==> src/hw/rtl/index_allocator_free_list_defines.svh <==
// Assertion macros for the index allocator RTL, included by ixa_back.
// Depends on nothing; files that check their own logic include it by name.
`ifndef INDEX_ALLOCATOR_FREE_LIST_DEFINES_SVH
`define INDEX_ALLOCATOR_FREE_LIST_DEFINES_SVH

`ifndef SYNTHESIS

// A condition that must hold at every clock edge outside reset.
`define IXA_ASSERT_ALWAYS(label, clk, rst, cond, msg) \
  label: assert property (@(posedge clk) disable iff (rst) (cond)) else $error(msg);

// An antecedent that must be accompanied by a consequent in the same cycle.
`define IXA_ASSERT_IMPLIES(label, clk, rst, ante, cons, msg) \
  label: assert property (@(posedge clk) disable iff (rst) (ante) |-> (cons)) else $error(msg);

`else

`define IXA_ASSERT_ALWAYS(label, clk, rst, cond, msg)
`define IXA_ASSERT_IMPLIES(label, clk, rst, ante, cons, msg)

`endif

`endif

==> src/hw/rtl/ixa_pkg.sv <==
// Shared types, codes and constants of the index allocator.
// Used by the front end, back end and top level; depends on nothing.
package ixa_pkg;

  // Default pool capacity and field widths of the channels.
  localparam int ENTRIES_DEFAULT = 64;
  localparam int INDEX_W = 6;
  localparam int COUNT_W = 7;
  localparam int OP_W = 2;

  // Pool size register value after reset.
  localparam int CFG_RESET = 64;

  // Depth of the command queue and of the result queue.
  localparam int QUEUE_DEPTH = 2;

  // Operation codes on the input channel.
  localparam logic [OP_W-1:0] OP_ALLOCATE       = 2'd0;
  localparam logic [OP_W-1:0] OP_RELEASE        = 2'd1;
  localparam logic [OP_W-1:0] OP_RELEASE_OLDEST = 2'd2;
  localparam logic [OP_W-1:0] OP_RELEASE_ALL    = 2'd3;

  // Decoded command kind, one bit per operation.
  typedef enum logic [3:0] {
    CMD_ALLOC       = 4'b0001,
    CMD_RELEASE     = 4'b0010,
    CMD_RELEASE_OLD = 4'b0100,
    CMD_RELEASE_ALL = 4'b1000
  } cmd_kind_t;

  // Result status codes.
  typedef enum logic [1:0] {
    ST_OK        = 2'd0,
    ST_EXHAUSTED = 2'd1,
    ST_BAD_INDEX = 2'd2,
    ST_NONE_USED = 2'd3
  } status_t;

  // Command handed from the front end to the back end.
  typedef struct packed {
    cmd_kind_t            kind;
    logic [INDEX_W-1:0]   index;
  } cmd_t;

  // Result item.
  typedef struct packed {
    logic [INDEX_W-1:0]   result_index;
    status_t              status;
    logic [COUNT_W-1:0]   used_count;
  } result_t;

endpackage

==> src/hw/rtl/ixa_fifo.sv <==
// Small first-in first-out queue with full and empty flags.
// Generic storage used for the command queue and the result queue.
module ixa_fifo #(
  parameter int WIDTH = 8,
  parameter int DEPTH = 2
) (
  input  logic             clk,
  input  logic             rst,
  input  logic             push,
  output logic             full,
  input  logic [WIDTH-1:0] din,
  input  logic             pop,
  output logic             empty,
  output logic [WIDTH-1:0] dout
);

  localparam int AW = (DEPTH > 1) ? $clog2(DEPTH) : 1;
  localparam int FW = $clog2(DEPTH + 1);

  logic [WIDTH-1:0] slots [DEPTH];
  logic [AW-1:0]    wr_ptr;
  logic [AW-1:0]    rd_ptr;
  logic [FW-1:0]    fill;
  logic             do_push;
  logic             do_pop;

  assign full    = (fill == FW'(DEPTH));
  assign empty   = (fill == '0);
  assign do_push = push && !full;
  assign do_pop  = pop && !empty;
  assign dout    = slots[rd_ptr];

  // Storage is written at the write pointer on every accepted transfer.
  always_ff @(posedge clk) begin
    if (do_push) begin
      slots[wr_ptr] <= din;
    end
  end

  // Pointers wrap at the depth; the fill level tracks both sides.
  always_ff @(posedge clk) begin
    if (rst) begin
      wr_ptr <= '0;
      rd_ptr <= '0;
      fill   <= '0;
    end else begin
      if (do_push) begin
        wr_ptr <= (wr_ptr == AW'(DEPTH - 1)) ? '0 : wr_ptr + 1'b1;
      end
      if (do_pop) begin
        rd_ptr <= (rd_ptr == AW'(DEPTH - 1)) ? '0 : rd_ptr + 1'b1;
      end
      case ({do_push, do_pop})
        2'b10:   fill <= fill + 1'b1;
        2'b01:   fill <= fill - 1'b1;
        default: fill <= fill;
      endcase
    end
  end

endmodule

==> src/hw/rtl/ixa_front.sv <==
// Front end of the index allocator: decodes incoming operations and queues them.
// Depends on ixa_pkg and ixa_fifo.
module ixa_front (
  input  logic                        clk,
  input  logic                        rst,
  input  logic                        push,
  output logic                        full,
  input  logic [ixa_pkg::OP_W-1:0]    operation,
  input  logic [ixa_pkg::INDEX_W-1:0] index,
  output logic                        cmd_empty,
  input  logic                        cmd_pop,
  output ixa_pkg::cmd_t               cmd
);

  localparam int CmdW = $bits(ixa_pkg::cmd_t);

  ixa_pkg::cmd_t   cmd_in;
  logic [CmdW-1:0] cmd_vec;

  // Classify the operation code into a one-hot command kind.
  always_comb begin
    cmd_in.index = index;
    unique case (operation)
      ixa_pkg::OP_ALLOCATE:       cmd_in.kind = ixa_pkg::CMD_ALLOC;
      ixa_pkg::OP_RELEASE:        cmd_in.kind = ixa_pkg::CMD_RELEASE;
      ixa_pkg::OP_RELEASE_OLDEST: cmd_in.kind = ixa_pkg::CMD_RELEASE_OLD;
      default:                    cmd_in.kind = ixa_pkg::CMD_RELEASE_ALL;
    endcase
  end

  // Command queue that decouples the input side from the back end.
  ixa_fifo #(
    .WIDTH (CmdW),
    .DEPTH (ixa_pkg::QUEUE_DEPTH)
  ) u_cmd_queue (
    .clk   (clk),
    .rst   (rst),
    .push  (push),
    .full  (full),
    .din   (cmd_in),
    .pop   (cmd_pop),
    .empty (cmd_empty),
    .dout  (cmd_vec)
  );

  assign cmd = cmd_vec;

endmodule

==> src/hw/rtl/ixa_back.sv <==
// Back end of the index allocator: link memories, list pointers and the
// three-step sequencer for each command. Depends on ixa_pkg and the defines file.
`include "index_allocator_free_list_defines.svh"

module ixa_back #(
  parameter int ENTRIES = ixa_pkg::ENTRIES_DEFAULT
) (
  input  logic                        clk,
  input  logic                        rst,
  input  logic                        cmd_empty,
  input  ixa_pkg::cmd_t               cmd,
  output logic                        cmd_pop,
  input  logic                        cfg_valid,
  output logic                        cfg_ready,
  input  logic [ixa_pkg::COUNT_W-1:0] cfg_data,
  output logic                        res_push,
  output ixa_pkg::result_t            res,
  input  logic                        res_full
);

  localparam int IW   = $clog2(ENTRIES);
  localparam int PW   = $clog2(ENTRIES + 1);
  localparam int IdxW = ixa_pkg::INDEX_W;
  localparam int CntW = ixa_pkg::COUNT_W;
  localparam int CW   = (PW > IdxW) ? PW : IdxW;
  localparam int SW   = (PW > CntW) ? PW : CntW;
  localparam int PoolInit = (ENTRIES < ixa_pkg::CFG_RESET) ? ENTRIES : ixa_pkg::CFG_RESET;
  localparam logic [PW-1:0]   Nil      = PW'(ENTRIES);
  localparam logic [PW-1:0]   PoolRst  = PW'(PoolInit);
  localparam logic [CntW-1:0] CfgReset = CntW'(ixa_pkg::CFG_RESET);

  typedef enum logic [2:0] {
    S_ISSUE = 3'b001,
    S_EXEC  = 3'b010,
    S_FIX   = 3'b100
  } state_t;

  state_t state, state_next;

  // List pointers; the free list is a stack of released entries above a
  // watermark of entries never handed out since the last rebuild.
  logic [PW-1:0]   free_head, free_head_next;
  logic [PW-1:0]   fresh, fresh_next;
  logic [PW-1:0]   used_head, used_head_next;
  logic [PW-1:0]   used_tail, used_tail_next;
  logic [PW-1:0]   count, count_next;
  logic [PW-1:0]   pool_size, pool_size_next;
  logic [CntW-1:0] entries_in_use;

  // Command in flight.
  ixa_pkg::cmd_kind_t cur_kind;
  logic [IW-1:0]      cur_n;
  logic               cur_from_stack;
  logic               cur_in_range;
  logic [IW-1:0]      n_sel;
  logic [PW-1:0]      n_ptr;
  logic               take;

  // Second write of a command, done in the last step.
  logic          fix_next_en, fix_prev_en;
  logic [IW-1:0] fix_addr;
  logic [PW-1:0] fix_data;
  logic          fix_next_set, fix_prev_set;
  logic [IW-1:0] fix_addr_set;
  logic [PW-1:0] fix_data_set;

  // Link and flag memories.
  logic [PW-1:0] next_mem [ENTRIES];
  logic [PW-1:0] prev_mem [ENTRIES];
  logic          flag_mem [ENTRIES];
  logic [PW-1:0] next_q, prev_q;
  logic          flag_q;
  logic          next_we, prev_we, flag_we;
  logic [IW-1:0] next_waddr, prev_waddr, flag_waddr;
  logic [PW-1:0] next_wdata, prev_wdata;
  logic          flag_wdata;

  // Result fields.
  logic              res_ok;
  ixa_pkg::status_t  res_status;

  // Pool size from the register, saturated to the supported range.
  logic [SW-1:0] cfg_wide;
  logic [PW-1:0] pool_from_cfg;

  assign cfg_ready = 1'b1;
  assign cfg_wide  = SW'(entries_in_use);
  assign pool_from_cfg = (cfg_wide == '0)            ? PW'(1) :
                         (cfg_wide > SW'(ENTRIES))   ? Nil    : PW'(cfg_wide);

  // A command is taken in the issue step when one is queued and the result queue has room for its result.
  assign take    = (state == S_ISSUE) && !cmd_empty && !res_full;
  assign cmd_pop = take;
  assign n_ptr   = PW'(cur_n);

  // Select the entry whose links the command reads.
  always_comb begin
    unique case (cmd.kind)
      ixa_pkg::CMD_ALLOC:
        n_sel = (free_head != Nil) ? free_head[IW-1:0] : fresh[IW-1:0];
      ixa_pkg::CMD_RELEASE:     n_sel = IW'(cmd.index);
      ixa_pkg::CMD_RELEASE_OLD: n_sel = used_tail[IW-1:0];
      default:                  n_sel = '0;
    endcase
  end

  // Memory ports: one registered read in the issue step, at most one write in each later step.
  always_ff @(posedge clk) begin
    if (take) begin
      next_q <= next_mem[n_sel];
    end
    if (next_we) begin
      next_mem[next_waddr] <= next_wdata;
    end
  end

  always_ff @(posedge clk) begin
    if (take) begin
      prev_q <= prev_mem[n_sel];
    end
    if (prev_we) begin
      prev_mem[prev_waddr] <= prev_wdata;
    end
  end

  always_ff @(posedge clk) begin
    if (take) begin
      flag_q <= flag_mem[n_sel];
    end
    if (flag_we) begin
      flag_mem[flag_waddr] <= flag_wdata;
    end
  end

  // Sequencer: issue reads, execute the list update, finish the second write.
  always_comb begin
    state_next     = state;
    free_head_next = free_head;
    fresh_next     = fresh;
    used_head_next = used_head;
    used_tail_next = used_tail;
    count_next     = count;
    pool_size_next = pool_size;
    next_we        = 1'b0;
    next_waddr     = cur_n;
    next_wdata     = free_head;
    prev_we        = 1'b0;
    prev_waddr     = cur_n;
    prev_wdata     = Nil;
    flag_we        = 1'b0;
    flag_waddr     = cur_n;
    flag_wdata     = 1'b0;
    fix_next_set   = 1'b0;
    fix_prev_set   = 1'b0;
    fix_addr_set   = '0;
    fix_data_set   = '0;
    res_ok         = 1'b0;
    res_status     = ixa_pkg::ST_OK;
    unique case (state)
      S_ISSUE: begin
        if (take) begin
          state_next = S_EXEC;
        end
      end
      S_EXEC: begin
        state_next = S_FIX;
        unique case (cur_kind) inside
          ixa_pkg::CMD_ALLOC: begin
            if (count >= pool_size) begin
              res_status = ixa_pkg::ST_EXHAUSTED;
            end else begin
              // New head of the used list; its old head gets a back link next.
              res_ok     = 1'b1;
              next_we    = 1'b1;
              next_wdata = used_head;
              prev_we    = 1'b1;
              prev_wdata = Nil;
              flag_we    = 1'b1;
              flag_wdata = 1'b1;
              if (cur_from_stack) begin
                free_head_next = next_q;
              end else begin
                fresh_next = fresh + 1'b1;
              end
              used_head_next = n_ptr;
              if (used_head == Nil) begin
                used_tail_next = n_ptr;
              end
              count_next   = count + 1'b1;
              fix_prev_set = (used_head != Nil);
              fix_addr_set = used_head[IW-1:0];
              fix_data_set = n_ptr;
            end
          end
          ixa_pkg::CMD_RELEASE, ixa_pkg::CMD_RELEASE_OLD: begin
            if ((cur_kind == ixa_pkg::CMD_RELEASE) ? (cur_in_range && flag_q)
                                                   : (count != '0)) begin
              // Unlink from the used list and push onto the free stack.
              res_ok     = 1'b1;
              next_we    = 1'b1;
              next_wdata = free_head;
              flag_we    = 1'b1;
              flag_wdata = 1'b0;
              if (next_q != Nil) begin
                prev_we    = 1'b1;
                prev_waddr = next_q[IW-1:0];
                prev_wdata = prev_q;
              end else begin
                used_tail_next = prev_q;
              end
              if (prev_q == Nil) begin
                used_head_next = next_q;
              end
              free_head_next = n_ptr;
              count_next     = count - 1'b1;
              fix_next_set   = (prev_q != Nil);
              fix_addr_set   = prev_q[IW-1:0];
              fix_data_set   = next_q;
            end else begin
              res_status = (cur_kind == ixa_pkg::CMD_RELEASE) ? ixa_pkg::ST_BAD_INDEX
                                                              : ixa_pkg::ST_NONE_USED;
            end
          end
          default: begin
            // Rebuild: both lists restart and the pool size is reloaded.
            free_head_next = Nil;
            fresh_next     = '0;
            used_head_next = Nil;
            used_tail_next = Nil;
            count_next     = '0;
            pool_size_next = pool_from_cfg;
          end
        endcase
      end
      S_FIX: begin
        state_next = S_ISSUE;
        next_we    = fix_next_en;
        next_waddr = fix_addr;
        next_wdata = fix_data;
        prev_we    = fix_prev_en;
        prev_waddr = fix_addr;
        prev_wdata = fix_data;
      end
      default: begin
        state_next = S_ISSUE;
      end
    endcase
  end

  // Result of the command, pushed in the execute step.
  assign res_push         = (state == S_EXEC);
  assign res.result_index = res_ok ? IdxW'(cur_n) : '0;
  assign res.status       = res_status;
  assign res.used_count   = CntW'(count_next);

  // Control registers.
  always_ff @(posedge clk) begin
    if (rst) begin
      state          <= S_ISSUE;
      free_head      <= Nil;
      fresh          <= '0;
      used_head      <= Nil;
      used_tail      <= Nil;
      count          <= '0;
      pool_size      <= PoolRst;
      entries_in_use <= CfgReset;
      fix_next_en    <= 1'b0;
      fix_prev_en    <= 1'b0;
    end else begin
      state     <= state_next;
      free_head <= free_head_next;
      fresh     <= fresh_next;
      used_head <= used_head_next;
      used_tail <= used_tail_next;
      count     <= count_next;
      pool_size <= pool_size_next;
      if (cfg_valid && cfg_ready) begin
        entries_in_use <= cfg_data;
      end
      if (state == S_EXEC) begin
        fix_next_en <= fix_next_set;
        fix_prev_en <= fix_prev_set;
      end
    end
  end

  // Command and second-write payload registers.
  always_ff @(posedge clk) begin
    if (take) begin
      cur_kind       <= cmd.kind;
      cur_n          <= n_sel;
      cur_from_stack <= (free_head != Nil);
      cur_in_range   <= (CW'(cmd.index) < CW'(fresh));
    end
    if (state == S_EXEC) begin
      fix_addr <= fix_addr_set;
      fix_data <= fix_data_set;
    end
  end

  // List bookkeeping checks.
  `IXA_ASSERT_ALWAYS(a_count_in_pool, clk, rst, count <= pool_size, "count exceeds pool size")
  `IXA_ASSERT_ALWAYS(a_fresh_in_pool, clk, rst, fresh <= pool_size, "watermark beyond pool")
  `IXA_ASSERT_ALWAYS(a_head_count, clk, rst, (used_head == Nil) == (count == '0), "bad head")
  `IXA_ASSERT_ALWAYS(a_tail_count, clk, rst, (used_tail == Nil) == (count == '0), "bad tail")
  `IXA_ASSERT_IMPLIES(a_free_stack, clk, rst, free_head != Nil, free_head < fresh, "bad stack")

endmodule

==> src/hw/rtl/index_allocator_free_list.sv <==
// Top level of the free-list index allocator.
// Depends on ixa_pkg, ixa_front, ixa_back and ixa_fifo.
//
// Usage:
//   Operations enter through a queue port: an item transfers when push is high
//   and full is low. operation selects allocate, release index, release oldest
//   or release all; index is used only by release index.
//   Results leave through a queue port: the oldest result is shown while empty
//   is low and transfers when pop is high. Each operation gives one result with
//   the index, a status and the number of indices in use afterwards.
//   The pool size register is written through cfg_valid/cfg_ready/cfg_data and
//   takes effect on the next release all; reset restores the default size.
// Sequencing:
//   The back end takes each operation from the command queue and pushes its
//   result in the execute step of a three-step read, update, second-write
//   sequence on the single-port link memories; it takes no new operation
//   until its last step ends. Release all restarts the lists from a watermark.
// Reset and stall:
//   Reset empties both queues and restarts the lists with no clearing pass. A
//   receiver that stops popping fills the two-entry result queue, then the
//   back end waits and the command queue raises full.
module index_allocator_free_list #(
  parameter int ENTRIES = ixa_pkg::ENTRIES_DEFAULT
) (
  input  logic                        clk,
  input  logic                        rst,
  input  logic                        push,
  output logic                        full,
  input  logic [ixa_pkg::OP_W-1:0]    operation,
  input  logic [ixa_pkg::INDEX_W-1:0] index,
  output logic                        empty,
  input  logic                        pop,
  output logic [ixa_pkg::INDEX_W-1:0] result_index,
  output logic [1:0]                  status,
  output logic [ixa_pkg::COUNT_W-1:0] used_count,
  input  logic                        cfg_valid,
  output logic                        cfg_ready,
  input  logic [ixa_pkg::COUNT_W-1:0] cfg_data
);

  localparam int ResW = $bits(ixa_pkg::result_t);

  logic              cmd_empty;
  logic              cmd_pop;
  ixa_pkg::cmd_t     cmd;
  logic              res_push;
  logic              res_full;
  ixa_pkg::result_t  res_in;
  ixa_pkg::result_t  res_out;
  logic [ResW-1:0]   res_vec;

  // Decode and queue incoming operations.
  ixa_front u_front (
    .clk       (clk),
    .rst       (rst),
    .push      (push),
    .full      (full),
    .operation (operation),
    .index     (index),
    .cmd_empty (cmd_empty),
    .cmd_pop   (cmd_pop),
    .cmd       (cmd)
  );

  // Carry out each operation on the lists.
  ixa_back #(
    .ENTRIES (ENTRIES)
  ) u_back (
    .clk       (clk),
    .rst       (rst),
    .cmd_empty (cmd_empty),
    .cmd       (cmd),
    .cmd_pop   (cmd_pop),
    .cfg_valid (cfg_valid),
    .cfg_ready (cfg_ready),
    .cfg_data  (cfg_data),
    .res_push  (res_push),
    .res       (res_in),
    .res_full  (res_full)
  );

  // Result queue that holds finished results until they are popped.
  ixa_fifo #(
    .WIDTH (ResW),
    .DEPTH (ixa_pkg::QUEUE_DEPTH)
  ) u_res_queue (
    .clk   (clk),
    .rst   (rst),
    .push  (res_push),
    .full  (res_full),
    .din   (res_in),
    .pop   (pop),
    .empty (empty),
    .dout  (res_vec)
  );

  assign res_out      = res_vec;
  assign result_index = res_out.result_index;
  assign status       = res_out.status;
  assign used_count   = res_out.used_count;

endmodule
==> config.mk <==
export PLATFORM = sky130hd
export DESIGN_NAME = index_allocator_free_list
export DESIGN_NICKNAME = d
export VERILOG_FILES = /design/src/hw/rtl/ixa_pkg.sv /design/src/hw/rtl/ixa_fifo.sv /design/src/hw/rtl/ixa_front.sv /design/src/hw/rtl/ixa_back.sv /design/src/hw/rtl/index_allocator_free_list.sv
export VERILOG_INCLUDE_DIRS = /design/src /design/src/hw/rtl
export SDC_FILE = /design/constraint.sdc
export NUM_CORES = 2
export LEC_CHECK = 0
export BUFFER_PORTS_ARGS = -buffer_cell sky130_fd_sc_hd__buf_2
export CORE_MARGIN = 1
export CORE_UTILIZATION = 51
export CTS_BUF_LIST = sky130_fd_sc_hd__clkbuf_4
export CTS_CLUSTER_DIAMETER = 80
export DETAILED_ROUTE_END_ITERATION = 10
export HOLD_SLACK_MARGIN = 0.05
export PLACE_DENSITY = 0.67
export REMOVE_ABC_BUFFERS = 1
export SLEW_MARGIN = 20
export SYNTH_ARGS = -nofsm -noshare
export SYNTH_HDL_FRONTEND = slang
export SYNTH_SLANG_ARGS = --single-unit
==> constraint.sdc <==
create_clock -name clk -period 5.65 [get_ports clk]
set_input_delay 0.565 -clock clk [delete_from_list [all_inputs] [get_ports clk]]
set_output_delay 0.565 -clock clk [all_outputs]
set_load 0.03 [all_outputs]
==> out/qor.tcl <==
set qor(dieWidth_um) 306
set qor(cts.sink_count) 1113
set qor(hp-class) {primary input to flop}
set qor(fillCellCount) 7133
set qor(netlist_instances) 3414
set qor(clock_tree.htree_level_count) 5
set qor(drtPass1Iterations) 7
set qor(ctsRootBufferMaster) {sky130_fd_sc_hd__clkbuf_4}
set qor(antenna_found_initial) 4
set qor(critPathSlowestCell) {sky130_fd_sc_hd__nand2_1}
set qor(postCtsResizedCells) 0
set qor(buffer_ports.inserted) 36
set qor(final_layout_size_suffix_gt1_share_pct) 18.5
set qor(p_int_mw) 13.4
set qor(global_route_wire_length_before_repair_um) 205000
set qor(core_footprint_mm2) 0.0915
set qor(timing.critical_path.fanout_max) 20
set qor(required_ns) 6.48
set qor(area_growth_syn_to_layout_pct) 11.9
set qor(timing.final.setup_violations) 0
set qor(cts_inserted_buffers) 295
set qor(hold_viol_final) 0
set qor(final.min_clock_period_ns) 5.02
set qor(detailed_place_hpwl_um) 85500
set qor(yosysWarningCount) 0
set qor(crit_path_start_kind) {flop}
set qor(fin_crit_sh_pct) 88.9
set qor(largest_net_degree_at_the_start_of_global_routing) 169
set qor(final_net_count) 3683
set qor(final_cells) 5012
set qor(placement_setup_slack_ns) 0.957
set qor(relative_contribution_of_sequential_cells_to_total_power_pct) 51.3
set qor(totalWireLength_um) 140000
set qor(design.die.area_mm2) 0.0936
set qor(globalplace.congestion) 0.925
set qor(worst_stage_delay_on_the_critical_path_ns) 0.81
set qor(tritoncts_clock_tree) {done}
set qor(sequential_element_share_of_the_synthesized_area_pct) 69.6
set qor(postRouteAntennaNets) 0
set qor(post-place-cells) 4497
set qor(floorplan.initialDensity_pct) 51.5
set qor(drt_iter0_drc) 4646
set qor(netlist-cell-type-count) 79
set qor(die_h_um) 306
set qor(vias_in_the_first_global_route) 32600
set qor(seq_cells_post_synth) 1113
set qor(cell_leakage_power_nw) 19.0
set qor(setup_ws_final_ns) 0.627
set qor(post_synth.cell_area_avg_um2) 13.8
set qor(clock_latency_ns) 1.21
set qor(status) {completed}
set qor(floorplan.io_pins) 38
set qor(clock_power_share_pct) 34.7
set qor(netlist.area_leader.share_pct) 66.9
set qor(max-vdd-ir-drop_mv) 0.213
set qor(worstPathCellList) {nor3b_1, a22o_1, o21ai_0, and2_2, inv_2, nand2_1, o22ai_1, o41ai_1, nand4b_1}
set qor(max_freq_ghz) 0.199
set qor(cp-end-kind) {flop}
set qor(synth.cell_area_mm2) 0.0471
set qor(synth-edff-count) 1050
set qor(avgViaCountPerCell) 6.64
set qor(num_rows) 111
set qor(grt.overflow.total) 0
set qor(power.density_cell_area_mw_per_mm2) 358
set qor(cts.path.max_buffers) 4
set qor(synth_ff_type) {sky130_fd_sc_hd__edfxtp_1}
set qor(final_max_slew_viol_count) 0
set qor(via_count) 33300
set qor(slew_headroom_pct) 21.5
set qor(power.switching_fraction_pct) 29.2
set qor(drc_errors) 0
set qor(gr_usage_total_pct) 29.6
set qor(worst_clock_skew_ns) 0.130
set qor(pwr-share-comb_pct) 14.0
set qor(p_total_mw) 18.9
set qor(ys_async_sr_fraction_pct) 0
set qor(drv_cap) 0
set qor(netlist_top_cells_area) {sky130_fd_sc_hd__edfxtp_1, sky130_fd_sc_hd__mux2i_1, sky130_fd_sc_hd__a211oi_1}
set qor(setup.worst_path.class) {flop to flop}
set qor(worstPathArrival_ns) 5.86
set qor(clk_transition_reported_paths_ns) 0.08
set qor(synthDominantAreaCellType) {sky130_fd_sc_hd__edfxtp_1}
set qor(wl_per_cell_um) 27.9
set qor(reg2reg_setup_slack_ns) 0.63
set qor(net-switching-power_mw) 5.51
set qor(max_slew.worst_pin.slew_ns) 1.18
set qor(grt_setup_unrepaired) {no}
## cell usage in the layout (no fill, tap or decap), types with 36 or more instances in the layout
master,instances
sky130_fd_sc_hd__dfxtp_1,63
sky130_fd_sc_hd__a21oi_1,66
sky130_fd_sc_hd__nand2_1,212
sky130_fd_sc_hd__clkinv_1,55
sky130_fd_sc_hd__dlygate4sd3_1,37
sky130_fd_sc_hd__and3_1,89
sky130_fd_sc_hd__mux2i_1,159
sky130_fd_sc_hd__o21ai_0,204
sky130_fd_sc_hd__buf_4,121
sky130_fd_sc_hd__nor4_1,42
sky130_fd_sc_hd__buf_2,36
sky130_fd_sc_hd__a211o_1,56
sky130_fd_sc_hd__o22ai_1,56
sky130_fd_sc_hd__nor3_1,49
sky130_fd_sc_hd__a211oi_1,179
sky130_fd_sc_hd__edfxtp_1,1050
sky130_fd_sc_hd__nand3_1,191
sky130_fd_sc_hd__nor2_1,182
sky130_fd_sc_hd__clkbuf_4,405
## layer usage
layer	vias to the layer above	track usage, %	share of wire, %
met3	385	8.38	12
li1	14200	-	-
met1	16400	39.3	38
met5	-	0	0
met4	0	14.4	4.2
met2	2377	44.9	45
## cells in the mapped netlist, drive strengths merged, types with 10 or more instances
cell type and count:
nor2 186, a22o 10, dfxtp 63, nand3b 12, o22ai 57, o31ai 11
a21o 21, nor4b 27, o41ai 24, a221oi 12, nand2 212, a21oi 71
a211o 56, edfxtp 1050, mux2i 160, nor4 44, a31oi 30, a32o 20
inv 30, o21a 12, a22oi 16, clkbuf 176, nor2b 10, a311oi 24
a32oi 22, nand3 193, ha 17, o21ai 214, nor3 80, and2 13
nand4b 18, mux2 24, and3 89, mux4 12, a211oi 181, nand2b 11
buf 92
## worst paths after layout
check / start / depth (start not counted) / end
max: flop / 9 / u_back.prev_q[3]
min: index[4] / 2 / u_front.u_cmd_queue.slots[1][4]
max reg2reg: flop / 9 / u_back.prev_q[3]
min reg2reg: u_back.fix_next_en / 2 / u_back.fix_next_en
## worst max-delay path, delay by kind of cell (launching register included)
kind / cells / cell delay [ns]
AOI/OAI and AO/OA: 4 / 1.66
and+or+nand+nor: 4 / 1.90
DFF: 1 / 0.80
buffers and inverters: 1 / 0.37
## sequential cells by signal, summed over array words and instances (netlist names), 20 cells and up, named ones only
signal and flops:
u_res_queue.slots 30, u_back.prev_mem 448, u_front.u_cmd_queue.slots 20, u_back.next_mem 448, u_back.flag_mem 64
## area by class of cell
class | instances | area, µm² | share of cell area, %
flip-flops and latches | 1113 | 32800 | 62.2
multi-input cells | 2003 | 13300 | 25.3
clock buffers | 405 | 3040 | 5.77
repair buffers | 203 | 1630 | 3.09
well taps | 1186 | 1480 | 2.81
clock inverters | 67 | 319 | 0.605
inverters | 30 | 115 | 0.218
diodes | 5 | 12.5 | 0.0237
## kinds of logic (layout without fill, tap and decap cells)
logic type,Yosys count,in the layout,share of synthesized area (%)
buf+inv,298,705,2.73
fa+ha+maj,17,17,0.452
xor+xnor,13,13,0.242
compound gates,849,849,12.6
simple gates,927,927,9.84
mux,196,196,4.55
flops,1113,1113,69.6
other cells,1,6,0.00796
## repair_timing
| item | 4_1_cts | 5_1_grt |
|---|---|---|
| hold endpoints to repair | 80 | 0 |
| hold buffers | 37 | 0 |
| setup buffers | 0 | 0 |
## power by group through the flow
stage / registers (mW) / clock network, mW / logic, mW
final: 9.68 / 6.55 / 2.63
after floorplan: 9.60 / 0 / 1.55
after global routing: 9.67 / 7.04 / 2.74
after CTS: 9.65 / 6.63 / 2.52
after global placement: 9.81 / 0 / 2.43
after detailed placement: 9.82 / 0 / 2.49
## metrics by stage
step / util [%] / instance area, µm² / hold WS, ns / setup TNS [ns]
after floorplan: - / 45900 / 0.422 / -1514.84
after global placement: 53.3 / 48800 / 0.442 / 0
after detailed placement: 53.4 / 48800 / 0.446 / 0
after CTS: 57.4 / 52600 / 0.0553 / 0
after global routing: 57.6 / 52700 / 0.126 / 0
final: 57.6 / 52700 / 0.168 / 0
(Power assumes the default switching activity.)
